## src/rtl/core/erax_pkg.sv

```systemverilog
// Shared types and constants for the extended rotate and address ALU.
package erax_pkg;

    localparam int unsigned DATA_W  = 20;
    localparam int unsigned OP_W    = 3;
    localparam int unsigned COUNT_W = 3;

    localparam logic [DATA_W-1:0] MASK_WORD = 20'h0FFFF;
    localparam logic [DATA_W-1:0] MASK_ADDR = 20'hFFFFF;
    localparam int unsigned       TOP_WORD  = 15;
    localparam int unsigned       TOP_ADDR  = 19;

    typedef enum logic [OP_W-1:0] {
        OP_RRUM = 3'd0,
        OP_RRCM = 3'd1,
        OP_RRAM = 3'd2,
        OP_RLAM = 3'd3,
        OP_ADD  = 3'd4,
        OP_SUB  = 3'd5
    } opcode_t;

    typedef struct packed {
        logic n;
        logic z;
        logic c;
        logic v;
    } flags_t;

endpackage

```

## src/rtl/core/erax_exec.sv

```systemverilog
// Combinational execute logic: shifts, rotates, add and subtract with flag update.
module erax_exec (
    input  logic [2:0]           opcode,
    input  logic [19:0]          source_value,
    input  logic [19:0]          dest_value,
    input  logic [2:0]           shift_count,
    input  logic                 address_word,
    input  erax_pkg::flags_t     flags_in,
    output logic [19:0]          result,
    output erax_pkg::flags_t     flags_out
);

    logic [19:0] mask;
    logic [19:0] s_m;
    logic [19:0] d_m;
    logic [1:0]  steps_m1;
    logic [20:0] sum;
    logic [20:0] diff;
    logic [19:0] r_sh;
    logic        c_sh;
    logic [19:0] r_out;

    assign mask     = address_word ? erax_pkg::MASK_ADDR : erax_pkg::MASK_WORD;
    assign s_m      = source_value & mask;
    assign d_m      = dest_value & mask;
    assign steps_m1 = 2'(shift_count - 3'd1);
    assign sum      = {1'b0, d_m} + {1'b0, s_m};
    assign diff     = {1'b0, d_m} + {1'b0, ~s_m & mask} + 21'd1;

    // Unroll up to four single-bit steps of the selected shift
    always_comb
    begin
        logic [19:0] r;
        logic        c;
        logic        fill;
        logic        lsb;
        r    = d_m;
        c    = flags_in.c;
        fill = 1'b0;
        lsb  = 1'b0;
        for (int i = 0; i < 4; i++)
        begin
            if (2'(i) <= steps_m1)
            begin
                if (opcode == erax_pkg::OP_RLAM)
                begin
                    c = address_word ? r[erax_pkg::TOP_ADDR] : r[erax_pkg::TOP_WORD];
                    r = {r[18:0], 1'b0} & mask;
                end
                else
                begin
                    lsb = r[0];
                    case (opcode)
                        erax_pkg::OP_RRCM: fill = c;
                        erax_pkg::OP_RRAM: fill = address_word ? r[erax_pkg::TOP_ADDR]
                                                               : r[erax_pkg::TOP_WORD];
                        default:           fill = 1'b0;
                    endcase
                    r = {1'b0, r[19:1]};
                    if (address_word)
                    begin
                        r[erax_pkg::TOP_ADDR] = fill;
                    end
                    else
                    begin
                        r[erax_pkg::TOP_WORD] = fill;
                        r[19:16]              = 4'd0;
                    end
                    c = lsb;
                end
            end
        end
        r_sh = r;
        c_sh = c;
    end

    // Select the result and update the flags
    always_comb
    begin
        logic [19:0] ovf_vec;
        ovf_vec   = '0;
        r_out     = d_m;
        flags_out = flags_in;
        case (opcode)
            erax_pkg::OP_RRUM,
            erax_pkg::OP_RRCM,
            erax_pkg::OP_RRAM:
            begin
                r_out       = r_sh;
                flags_out.c = c_sh;
                flags_out.v = 1'b0;
            end
            erax_pkg::OP_RLAM:
            begin
                r_out       = r_sh;
                flags_out.c = c_sh;
            end
            erax_pkg::OP_ADD:
            begin
                r_out       = sum[19:0] & mask;
                flags_out.c = address_word ? sum[20] : sum[16];
                ovf_vec     = ~(s_m ^ d_m) & (d_m ^ r_out);
                flags_out.v = address_word ? ovf_vec[erax_pkg::TOP_ADDR]
                                           : ovf_vec[erax_pkg::TOP_WORD];
            end
            erax_pkg::OP_SUB:
            begin
                r_out       = diff[19:0] & mask;
                flags_out.c = address_word ? diff[20] : diff[16];
                ovf_vec     = (s_m ^ d_m) & (d_m ^ r_out);
                flags_out.v = address_word ? ovf_vec[erax_pkg::TOP_ADDR]
                                           : ovf_vec[erax_pkg::TOP_WORD];
            end
            default:
            begin
                r_out     = d_m;
                flags_out = flags_in;
            end
        endcase
        if (opcode <= erax_pkg::OP_SUB)
        begin
            flags_out.n = address_word ? r_out[erax_pkg::TOP_ADDR] : r_out[erax_pkg::TOP_WORD];
            flags_out.z = (r_out == 20'd0);
        end
    end

    assign result = r_out;

endmodule

```

## src/rtl/core/extended_rotate_and_address_alu.sv

```systemverilog
// Each beat passes through two registers: the input register, then the result register.
// Throughput: one beat per cycle while out_ready keeps the result register draining.
// Flags are registered with each result, so every beat sees the flags left by the previous one.
// Reset (rst_n low, asynchronous) empties both registers and clears N, Z, C and V.
// The input side keeps accepting while a result waits, as long as the result register drains.
module extended_rotate_and_address_alu (
    input  logic        clk,
    input  logic        rst_n,
    input  logic        in_valid,
    output logic        in_ready,
    input  logic [2:0]  opcode,
    input  logic [19:0] source_value,
    input  logic [19:0] dest_value,
    input  logic [2:0]  shift_count,
    input  logic        address_word,
    output logic        out_valid,
    input  logic        out_ready,
    output logic [19:0] result,
    output logic        negative,
    output logic        zero,
    output logic        carry,
    output logic        overflow
);

    logic              s1_valid_reg;
    logic [2:0]        op_reg;
    logic [19:0]       src_reg;
    logic [19:0]       dst_reg;
    logic [2:0]        cnt_reg;
    logic              aw_reg;
    logic              out_valid_reg;
    logic [19:0]       result_reg;
    erax_pkg::flags_t  flags_reg;
    erax_pkg::flags_t  flags_next;
    logic [19:0]       result_next;
    logic              s1_advance;

    assign s1_advance = s1_valid_reg && (!out_valid_reg || out_ready);
    assign in_ready   = !s1_valid_reg || s1_advance;

    // Hold the input beat
    always_ff @(posedge clk or negedge rst_n)
    begin
        if (!rst_n)
        begin
            s1_valid_reg <= 1'b0;
        end
        else if (in_ready)
        begin
            s1_valid_reg <= in_valid;
        end
    end

    always_ff @(posedge clk)
    begin
        if (in_valid && in_ready)
        begin
            op_reg  <= opcode;
            src_reg <= source_value;
            dst_reg <= dest_value;
            cnt_reg <= shift_count;
            aw_reg  <= address_word;
        end
    end

    erax_exec u_exec (
        .opcode       (op_reg),
        .source_value (src_reg),
        .dest_value   (dst_reg),
        .shift_count  (cnt_reg),
        .address_word (aw_reg),
        .flags_in     (flags_reg),
        .result       (result_next),
        .flags_out    (flags_next)
    );

    // Advance into the result register and commit the flags
    always_ff @(posedge clk or negedge rst_n)
    begin
        if (!rst_n)
        begin
            out_valid_reg <= 1'b0;
            flags_reg     <= '0;
        end
        else
        begin
            if (s1_advance)
            begin
                out_valid_reg <= 1'b1;
                flags_reg     <= flags_next;
            end
            else if (out_ready)
            begin
                out_valid_reg <= 1'b0;
            end
        end
    end

    always_ff @(posedge clk)
    begin
        if (s1_advance)
        begin
            result_reg <= result_next;
        end
    end

    assign out_valid = out_valid_reg;
    assign result    = result_reg;
    assign negative  = flags_reg.n;
    assign zero      = flags_reg.z;
    assign carry     = flags_reg.c;
    assign overflow  = flags_reg.v;

`ifndef SYNTHESIS
    a_ready_when_empty: assert property (@(posedge clk) disable iff (!rst_n)
        !out_valid_reg |-> in_ready)
        else $error("input stalled with empty result register");

    a_advance_fills: assert property (@(posedge clk) disable iff (!rst_n)
        s1_advance |=> out_valid_reg)
        else $error("advanced beat did not reach result register");

    a_word_mode_upper: assert property (@(posedge clk) disable iff (!rst_n)
        (s1_advance && !aw_reg) |=> (result_reg[19:16] == 4'd0))
        else $error("word mode result has upper bits set");

    a_zero_flag: assert property (@(posedge clk) disable iff (!rst_n)
        (s1_advance && (op_reg <= erax_pkg::OP_SUB)) |=> (flags_reg.z == (result_reg == 20'd0)))
        else $error("Z flag disagrees with result");
`endif

endmodule

```

## config.mk

```make
export PLATFORM = sky130hd
export DESIGN_NAME = extended_rotate_and_address_alu
export DESIGN_NICKNAME = d
export VERILOG_FILES = /design/src/rtl/core/erax_pkg.sv /design/src/rtl/core/erax_exec.sv /design/src/rtl/core/extended_rotate_and_address_alu.sv
export SDC_FILE = /design/constraint.sdc
export NUM_CORES = 1
export LEC_CHECK = 0
export ABC_AREA = 1
export BUFFER_PORTS_ARGS = -buffer_cell sky130_fd_sc_hd__buf_4
export CORE_MARGIN = 2
export CORE_UTILIZATION = 65
export DETAILED_ROUTE_END_ITERATION = 10
export MAX_ROUTING_LAYER = met4
export PLACE_DENSITY = 0.88
export SLEW_MARGIN = 20
export SYNTH_ARGS = -nofsm -noshare
export SYNTH_HDL_FRONTEND = slang
export SYNTH_HIERARCHICAL = 1
export SYNTH_SLANG_ARGS = --single-unit
```

## constraint.sdc

```tcl
create_clock -name clk -period 7.9 [get_ports clk]
set_clock_uncertainty 0.15 [all_clocks]
set_input_delay 0.79 -clock clk [delete_from_list [all_inputs] [get_ports clk]]
set_output_delay 0.79 -clock clk [all_outputs]
set_load 0.02 [all_outputs]
```

# Word level (Yosys, flattened, before mapping)
# Cells that the tools add are included.
# word_totals
in_bits	51
reg_bits	72
wordCells	101
output_inout_bits	26
# classes
bitwise_logic	16
muxes	43
n_lt_le_gt_ge	5
n_reduce_logical	16
n_addsub	4
eq_ne	5
# op_table
operator	n
$and 20x20->20	11
$mux 20	9
$pmux 20 s3	1
$xor 20x20->20	3
$add 20x20->21	2
$not 20->20	2
$mux 1	23
$add 21x1->21 const B	1
$logic_not 20->1	1
$mux 4	4
$pmux 1 s2	4
$eq 3x2->1 const B	2
$eq 3x3->1 const B	2
$pmux 1 s3	2
$reduce_and 2->1	3
$reduce_bool 3->1	2
$le 1x2->1 const A	2
$le 2x2->1 const A	2
$reduce_or 4->1	1
$eq 3x1->1 const B	1
$le 3x3->1 const B	1
$logic_not 3->1	1
$reduce_or 3->1	1
$logic_and 1x1->1	2
4 further kinds	6

# Logic depth before layout (Yosys ltp)
# Gate-level depths: netlist of the first run.
# depth
depth_word	24
mapped_depth	25
depth_no_buf	24

# Modules after synthesis
# The synthesis of the first run kept the hierarchy.
# by_module_without_submodules
mod	cells_each	area_per_inst_um2	seq_area_each_um2	instances
erax_exec	943	4594.4	0.0	1
extended_rotate_and_address_alu	94	2249.7	2162.1	1

# Least setup slack after synthesis of the first run
# OpenSTA, ideal clock, no wires.
# synth_path
path_kind	register -> register
from	register aw_reg
to	register flags_reg (netlist bit zero)
period_less_slack_ns	3.280
setup_slack_ns	4.620
path_buffers	3
arrival_time_ns	3.065
setup_time_ns	0.065
required_ns	7.685
path_stages_with_launch	23
path_cell_list	edfxtp_1 buf_2 inv_1 clkbuf_1 buf_1 nor2_1 ha_1 nand2_1 nor4_1 nand4_1 nand3_1 a21oi_1 o21ai_0 nor2_1 a21oi_1 nand2_1 nor2_1 nand2_1 nor2_1 nand2_1 nand2_1 nand3_1 nand2_1
# synth_via
elab_chain_cells	24
word_cells_on_any_way	46
classes_between	add/sub (3); mux (32); bitwise (10); reduce/logical (1)
# synth_lines
element	line	rtl
from (decl)	extended_rotate_and_address_alu.sv:30	logic aw_reg;
from (signal assigned)	extended_rotate_and_address_alu.sv:62	aw_reg <= address_word;
$mux 20	erax_exec.sv:23	assign mask = address_word ? erax_pkg::MASK_ADDR : erax_pkg::MASK_WORD;
$and 20x20->20	erax_exec.sv:25	assign d_m = dest_value & mask;
$mux 1	erax_exec.sv:47, erax_exec.sv:55	
$pmux 1 s2	erax_exec.sv:53	case (opcode)
$mux 4 or $mux 1 (tied branches)	erax_exec.sv:60	if (address_word)
$mux 20	erax_exec.sv:45	if (opcode == erax_pkg::OP_RLAM)
$mux 20	erax_exec.sv:43	if (2'(i) <= steps_m1)
$mux 1	erax_exec.sv:47, erax_exec.sv:55	
(+8 left out)	--	
$mux 20	erax_exec.sv:43	
$mux 1	erax_exec.sv:55	erax_pkg::OP_RRAM: fill = address_word ? r[erax_pkg::TOP_ADDR]
$pmux 1 s2	erax_exec.sv:53	
$mux 4 or $mux 1 (tied branches)	erax_exec.sv:60	
$mux 20	erax_exec.sv:45	
$mux 20	erax_exec.sv:43	
$pmux 20 s3 (*)	erax_exec.sv:84	case (opcode)
$logic_not 20->1 (*)	erax_exec.sv:123	flags_out.z = (r_out == 20'd0);
to (signal assigned)	extended_rotate_and_address_alu.sv:90	flags_reg <= flags_next;
to (decl)	extended_rotate_and_address_alu.sv:33	erax_pkg::flags_t flags_reg;
# Mark *: on every way between the ends. The rest lies on a longest branch, timed or not.
# A chain may end at the register's enable or synchronous reset.

# Worst setup path in the final report of the first run
# Same ends and word-level chain as after synthesis.

==> summary.txt, run 1 <==
Outcome
  • Status: completed

Power and ir drop
  • Maximum VDD drop: 0.000132 V
  • LEAKAGE: 0.00377 uW
  • PD cells: 182 mW/mm2

Critical path
  • CP Launch Point: aw_reg$_DFFE_PP_
  • Data arrival, critical path: 4420 ps
  • Setup CP Type: reg -> reg
  • WP data required: 8060 ps
  • Reg2reg start: aw_reg$_DFFE_PP_
  • CP max FO: 21
  • Worst setup SP type: flip-flop
  • Crit path capture type: flip-flop

Clock network
  • CTS tree: done
  • Post-CTS setup buffer count: 0
  • Sink Count: 72
  • Clk pin slew, worst setup/hold paths: 80 ps
  • Root Buffer Master: clkbuf_8
  • Clock Latency Late Sink: 360 ps
  • Hold_buf cts: 0
  • Clock buffer depth: 2
  • H-tree Lvls: 3
  • CTS buffer count: 9
  • PostCTS Resize Cnt: 0

Detailed routing
  • Routed Antenna Nets: 0
  • Vias/cell: 6.01
  • Post-Route WL: 20.0 mm
  • Post-route DRC violation count: 0
  • WL/cell: 16.3 um
  • Via Count: 7373
  • DR iter-0 viols: 914
  • 1st-pass router iterations: 8

Yosys
  • Cell Area, Synth: 0.00681 mm2
  • Average size of a mapped cell: 6.58 um2
  • YS warnings: 6
  • Mapped Cells: 1036
  • Syn_nets: 1131

Global routing
  • Pin count of the biggest net entering global routing: 47
  • Via count of the first global-routing pass: 6763
  • Total track usage: 37.3%
  • Global-route wire length before repair: 32.2 mm
  • Initial antenna violation count: 0
  • Overflow after GRT: 0

Layout
  • Most common cell after layout, fill and taps aside: nand2_1
  • Most frequent cells in the layout: nand2_1 (304), nand3_1 (157), inv_1 (119)
  • Nets: 1181
  • Area grow syn2layout: 11.4%
  • Fillcell total: 872
  • Register area: 0.00213 mm2
  • N_diodes: 0
  • Area of the multi-input gates: 0.00404 mm2
  • Fraction of layout cells with a size suffix above 1: 9.99%

Floorplanning
  • Chip width: 106 um
  • Cell row count: 37
  • Die Y: 106 um
  • Initial core utilization: 66.6%
  • DIE AREA: 0.0113 mm2
  • IO Count: 77
  • Core footprint: 0.0102 mm2

Placement
  • Port Buffer Count: 75
  • Hpwl dp: 15.3 mm
  • DP Worst Slack: 3810 ps
  • Placer Congestion: 0.989

STA
  • Final Hold Violating Endpoints: 0
  • Tmin final: 4260 ps
  • Max_slew headroom: 29.3%
  • Final setup violation count: 0
  • Measured slew at the worst slew-check pin: 1060 ps
  • Final cycle utilization of the critical path: 54.0%
  • Slew Limit Fails: 0
  • Fin Setup TNS: 0 ps
  • RSZ-0062 raised after global routing: false
  • Slack of the critical path: 3640 ps
  • Max Freq: 234 MHz

Hold path
  • Hold Crit Class: in -> async

Flow run
  • MaxCap Viol Count: 0
[worst paths after layout]
kind,slack [ps],endpoint,cells past startpoint
worst min register to register,380,overflow$_DFFE_PN0P_,2
worst min-delay path,60,zero$_DFFE_PN0P_,1
max in group asynchronous,7430,overflow$_DFFE_PN0P_,1
min in group clk,380,overflow$_DFFE_PN0P_,2
worst max-delay path,3640,zero$_DFFE_PN0P_,19
worst max register to register,3640,zero$_DFFE_PN0P_,19
[layout make-up]
class,instances,share of cell area [%]
clock inverter,5,1.07
sequential,72,28.1
inverter,124,6.17
multi-input combinational,803,53.2
timing repair buffer,76,7.52
clock buffer,11,1.73
tap,136,2.24
[worst max-delay path, stage by stage, from the launching register on]
cell and delay [ps]:
edfxtp_1 660, inv_1 620, nor2_1 100, ha_1 370, nand2_1 160, nor4_1 480
nand4_1 180, nand3_1 170, a21oi_1 80, o21ai_0 170, nor2_1 70, a21oi_1 240
nand2_1 90, nor2_1 200, nand2_1 80, nor2_1 130, nand2_1 60, nand2_1 70
nand3_1 70, nand2_1 70
[through the flow]
step | area, um2 | utilization (%) | power [uW] | cells | hold WS (ps)
2_1_floorplan | 6810 | - | 886 | 1036 | 344
3_3_place_gp | 7380 | 72.1 | 1040 | 1211 | 341
3_5_place_dp | 7380 | 72.1 | 1050 | 1211 | 357
4_1_cts | 7590 | 74.2 | 1370 | 1227 | 57.3
5_1_grt | 7590 | 74.2 | 1460 | 1227 | 50.6
6_report | 7590 | 74.2 | 1380 | 1227 | 60.5
[routing by layer]
layer	wire length [um]	up-vias	global-route usage (%)
li1	-	3548	-
met1	7920	3290	48.6
met2	9090	465	57.9
met3	2380	70	6.68
met4	646	0	15.2
met5	0	-	-
[power breakdown]
| group | internal [uW] | switching [uW] | total, uW |
|---|---|---|---|
| logic | 181 | 368 | 550 |
| registers | 473 | 33.7 | 507 |
| clock network | 178 | 148 | 326 |
Power figures use the tool's default switching activity.
==> inputs of run 2 (changes only) <==
Settings changed: ABC_AREA 1 to 0, CORE_UTILIZATION 65 to 55, PLACE_DENSITY 0.88 to 0.79.
Clock period 7.9 ns to 3.4 ns, I/O delays scaled along.
==> summary.txt, run 2 <==
STA
  • Slew Limit Fails: 0 (unchanged)
  • WHS: 13.0 ps (-47.5 ps)
  • Tmin final: 3660 ps (-604 ps)
  • Max_slew headroom: 46.9% (+18 points)
  • RSZ-0062 raised after global routing: true
  • Slack of the critical path: -261 ps (-3900 ps)
  • Final setup violation count: 3 (+3)
  • Fin Setup TNS: -472 ps (-472 ps)
  • Measured slew at the worst slew-check pin: 796 ps (-263 ps)
  • Final cycle utilization of the critical path: 108% (+54 points)
  • Max Freq: 273 MHz (+17%)
  • Final Hold Violating Endpoints: 0 (unchanged)

Detailed routing
  • Vias/cell: 6.44 (+7.2%)
  • Routed metal-1 wirelength: 11.1 mm (+40%)
  • 1st-pass router iterations: 6 (-2)
  • Post-Route WL: 27.2 mm (+36%)
  • WL/cell: 20.9 um (+28%)
  • Post-route DRC violation count: 0 (unchanged)
  • DR top layer: met4
  • DR iter-0 viols: 1240 (+36%)
  • Routed Antenna Nets: 0 (unchanged)
  • Via Count: 8393 (+14%)
  • Routed met2 length: 12.1 mm (+33%)
  • Met3 Routed Length: 2.85 mm (+20%)

Global routing
  • Overflow after GRT: 0 (unchanged)
  • Total track usage: 38.3% (+0.97 points)
  • Pin count of the biggest net entering global routing: 47 (unchanged)
  • Global-route wire length before repair: 42.2 mm (+31%)
  • Initial antenna violation count: 0 (unchanged)
  • Via count of the first global-routing pass: 7943 (+17%)

Layout
  • Most common cell after layout, fill and taps aside: buf_4
  • Fillcell total: 944 (+8.3%)
  • Most frequent cells in the layout: buf_4 (284), nor2_1 (84), edfxtp_1 (66)
  • Final Instance Area: 0.0103 mm2 (+35%)
  • Area grow syn2layout: 36.1%
  • N_diodes: 0 (unchanged)
  • Nets: 1217 (+3.0%)
  • Fraction of layout cells with a size suffix above 1: 34.3% (+24 points)

Yosys
  • YS warnings: 6 (unchanged)
  • Syn_nets: 985 (-13%)
  • Average size of a mapped cell: 8.47 um2 (+29%)
  • Mapped Cells: 890 (-14%)
  • Cell Area, Synth: 0.00754 mm2 (+11%)

Critical path
  • Worst setup SP type: flip-flop
  • Data arrival, critical path: 3800 ps (-620 ps)
  • Crit path capture type: flip-flop
  • WP data required: 3530 ps (-4530 ps)
  • CP max FO: 11 (-48%)
  • Setup CP Type: reg -> reg

Floorplanning
  • DIE AREA: 0.0147 mm2 (+29%)
  • Cell row count: 42 (+14%)
  • Initial core utilization: 56.7% (-9.9 points)
  • Die Y: 121 um (+14%)
  • Core footprint: 0.0133 mm2 (+30%)
  • IO Count: 77 (unchanged)
  • Chip width: 121 um (+14%)

Clock network
  • H-tree Lvls: 3 (unchanged)
  • Clk pin slew, worst setup/hold paths: 60 ps (-20 ps)
  • Clock Latency Late Sink: 350 ps (about the same)
  • Root Buffer Master: clkbuf_16
  • Sink Count: 72 (unchanged)
  • CTS buffer count: 9 (unchanged)
  • CTS tree: done
  • Clock buffer depth: 2 (unchanged)

Placement
  • Placer Congestion: 1.01 (+2.3%)
  • Placed Area: 0.00964 mm2 (+31%)
  • Port Buffer Count: 75 (unchanged)
  • Hpwl dp: 20.5 mm (+35%)

Power and ir drop
  • Maximum VDD drop: 0.000409 V (+210%)
  • PD cells: 374 mW/mm2 (+110%)
  • LEAKAGE: 0.00431 uW (+15%)

Hold path
  • Hold Crit Class: in -> reg

Flow run
  • MaxCap Viol Count: 0 (unchanged)

Outcome
  • Status: finished, violations left
  • Failing checks: negative setup slack
run 2: stage by stage:
step | worst slack, ps | cells | utilization (%) | total power [uW]
after global routing | -350 | 1303 | 77.2 | 3980
after detailed placement | -228 | 1279 | 72.5 | 2670
after floorplan | 10.9 | 890 | - | 2010
after CTS | -167 | 1301 | 76.6 | 3770
after global placement | -205 | 1279 | 72.5 | 2650
final | -261 | 1303 | 77.2 | 3840
run 2: area by class of cell:
cell class	instances	area, um2	share of cell area [%]
Multi-Input combinational cell	710	5190	50.6
Timing Repair Buffer	292	2260	22.0
Sequential cell	72	2130	20.8
Clock buffer	11	243	2.37
Tap cell	176	220	2.15
Inverter	37	139	1.35
Clock inverter	5	81.3	0.793
run 2: where the power goes:
group          switching [uW]  internal [uW]  total (uW)
clock                     390            663        1050
combinational             894            771        1660
sequential               49.4           1070        1120
run 2: worst max-delay path: stages (launching register included):
cell and delay [ps]:
edfxtp_1 390, ha_2 310, buf_4 220, and3_1 190, and2_1 150, o31a_1 330, a311oi_1 390, o2bb2ai_1 110
nor3_1 160, a32oi_1 230, nor4_1 350, nand4_1 190, o41ai_2 230, mux2_4 190
run 2: final timing paths:
path | depth (start not counted) | slack (ps) | from | to
setup reg to reg | 13 | -260 | cnt_reg[0]$_DFFE_PP_ | zero$_DFFE_PN0P_
hold / removal | 1 | 10 | opcode[0] | op_reg[0]$_DFFE_PP_
setup / recovery | 13 | -260 | cnt_reg[0]$_DFFE_PP_ | zero$_DFFE_PN0P_
hold reg to reg | 1 | 410 | s1_valid_reg$_DFFE_PN0P_ | out_valid$_DFFE_PN0P_
min in group asynchronous | 2 | 190 | rst_n | overflow$_DFFE_PN0P_
max in group asynchronous | 2 | 2790 | rst_n | negative$_DFFE_PN0P_
run 2: routing by layer:
| metal | vias to the layer above | track usage [%] |
|---|---|---|
| met2 | 583 | 56.1 |
| met5 | - | - |
| met3 | 104 | 6.58 |
| met1 | 3889 | 52.4 |
| li1 | 3817 | - |
| met4 | 0 | 16.4 |
run 2: what timing repair did:
action,in CTS,in global routing
hold buffers,1,0
buffers inserted,5,3
hold endpoints to repair,6,0
pin swaps,21,20
endpoints found under the setup margin,4,5
resized for setup,34,14
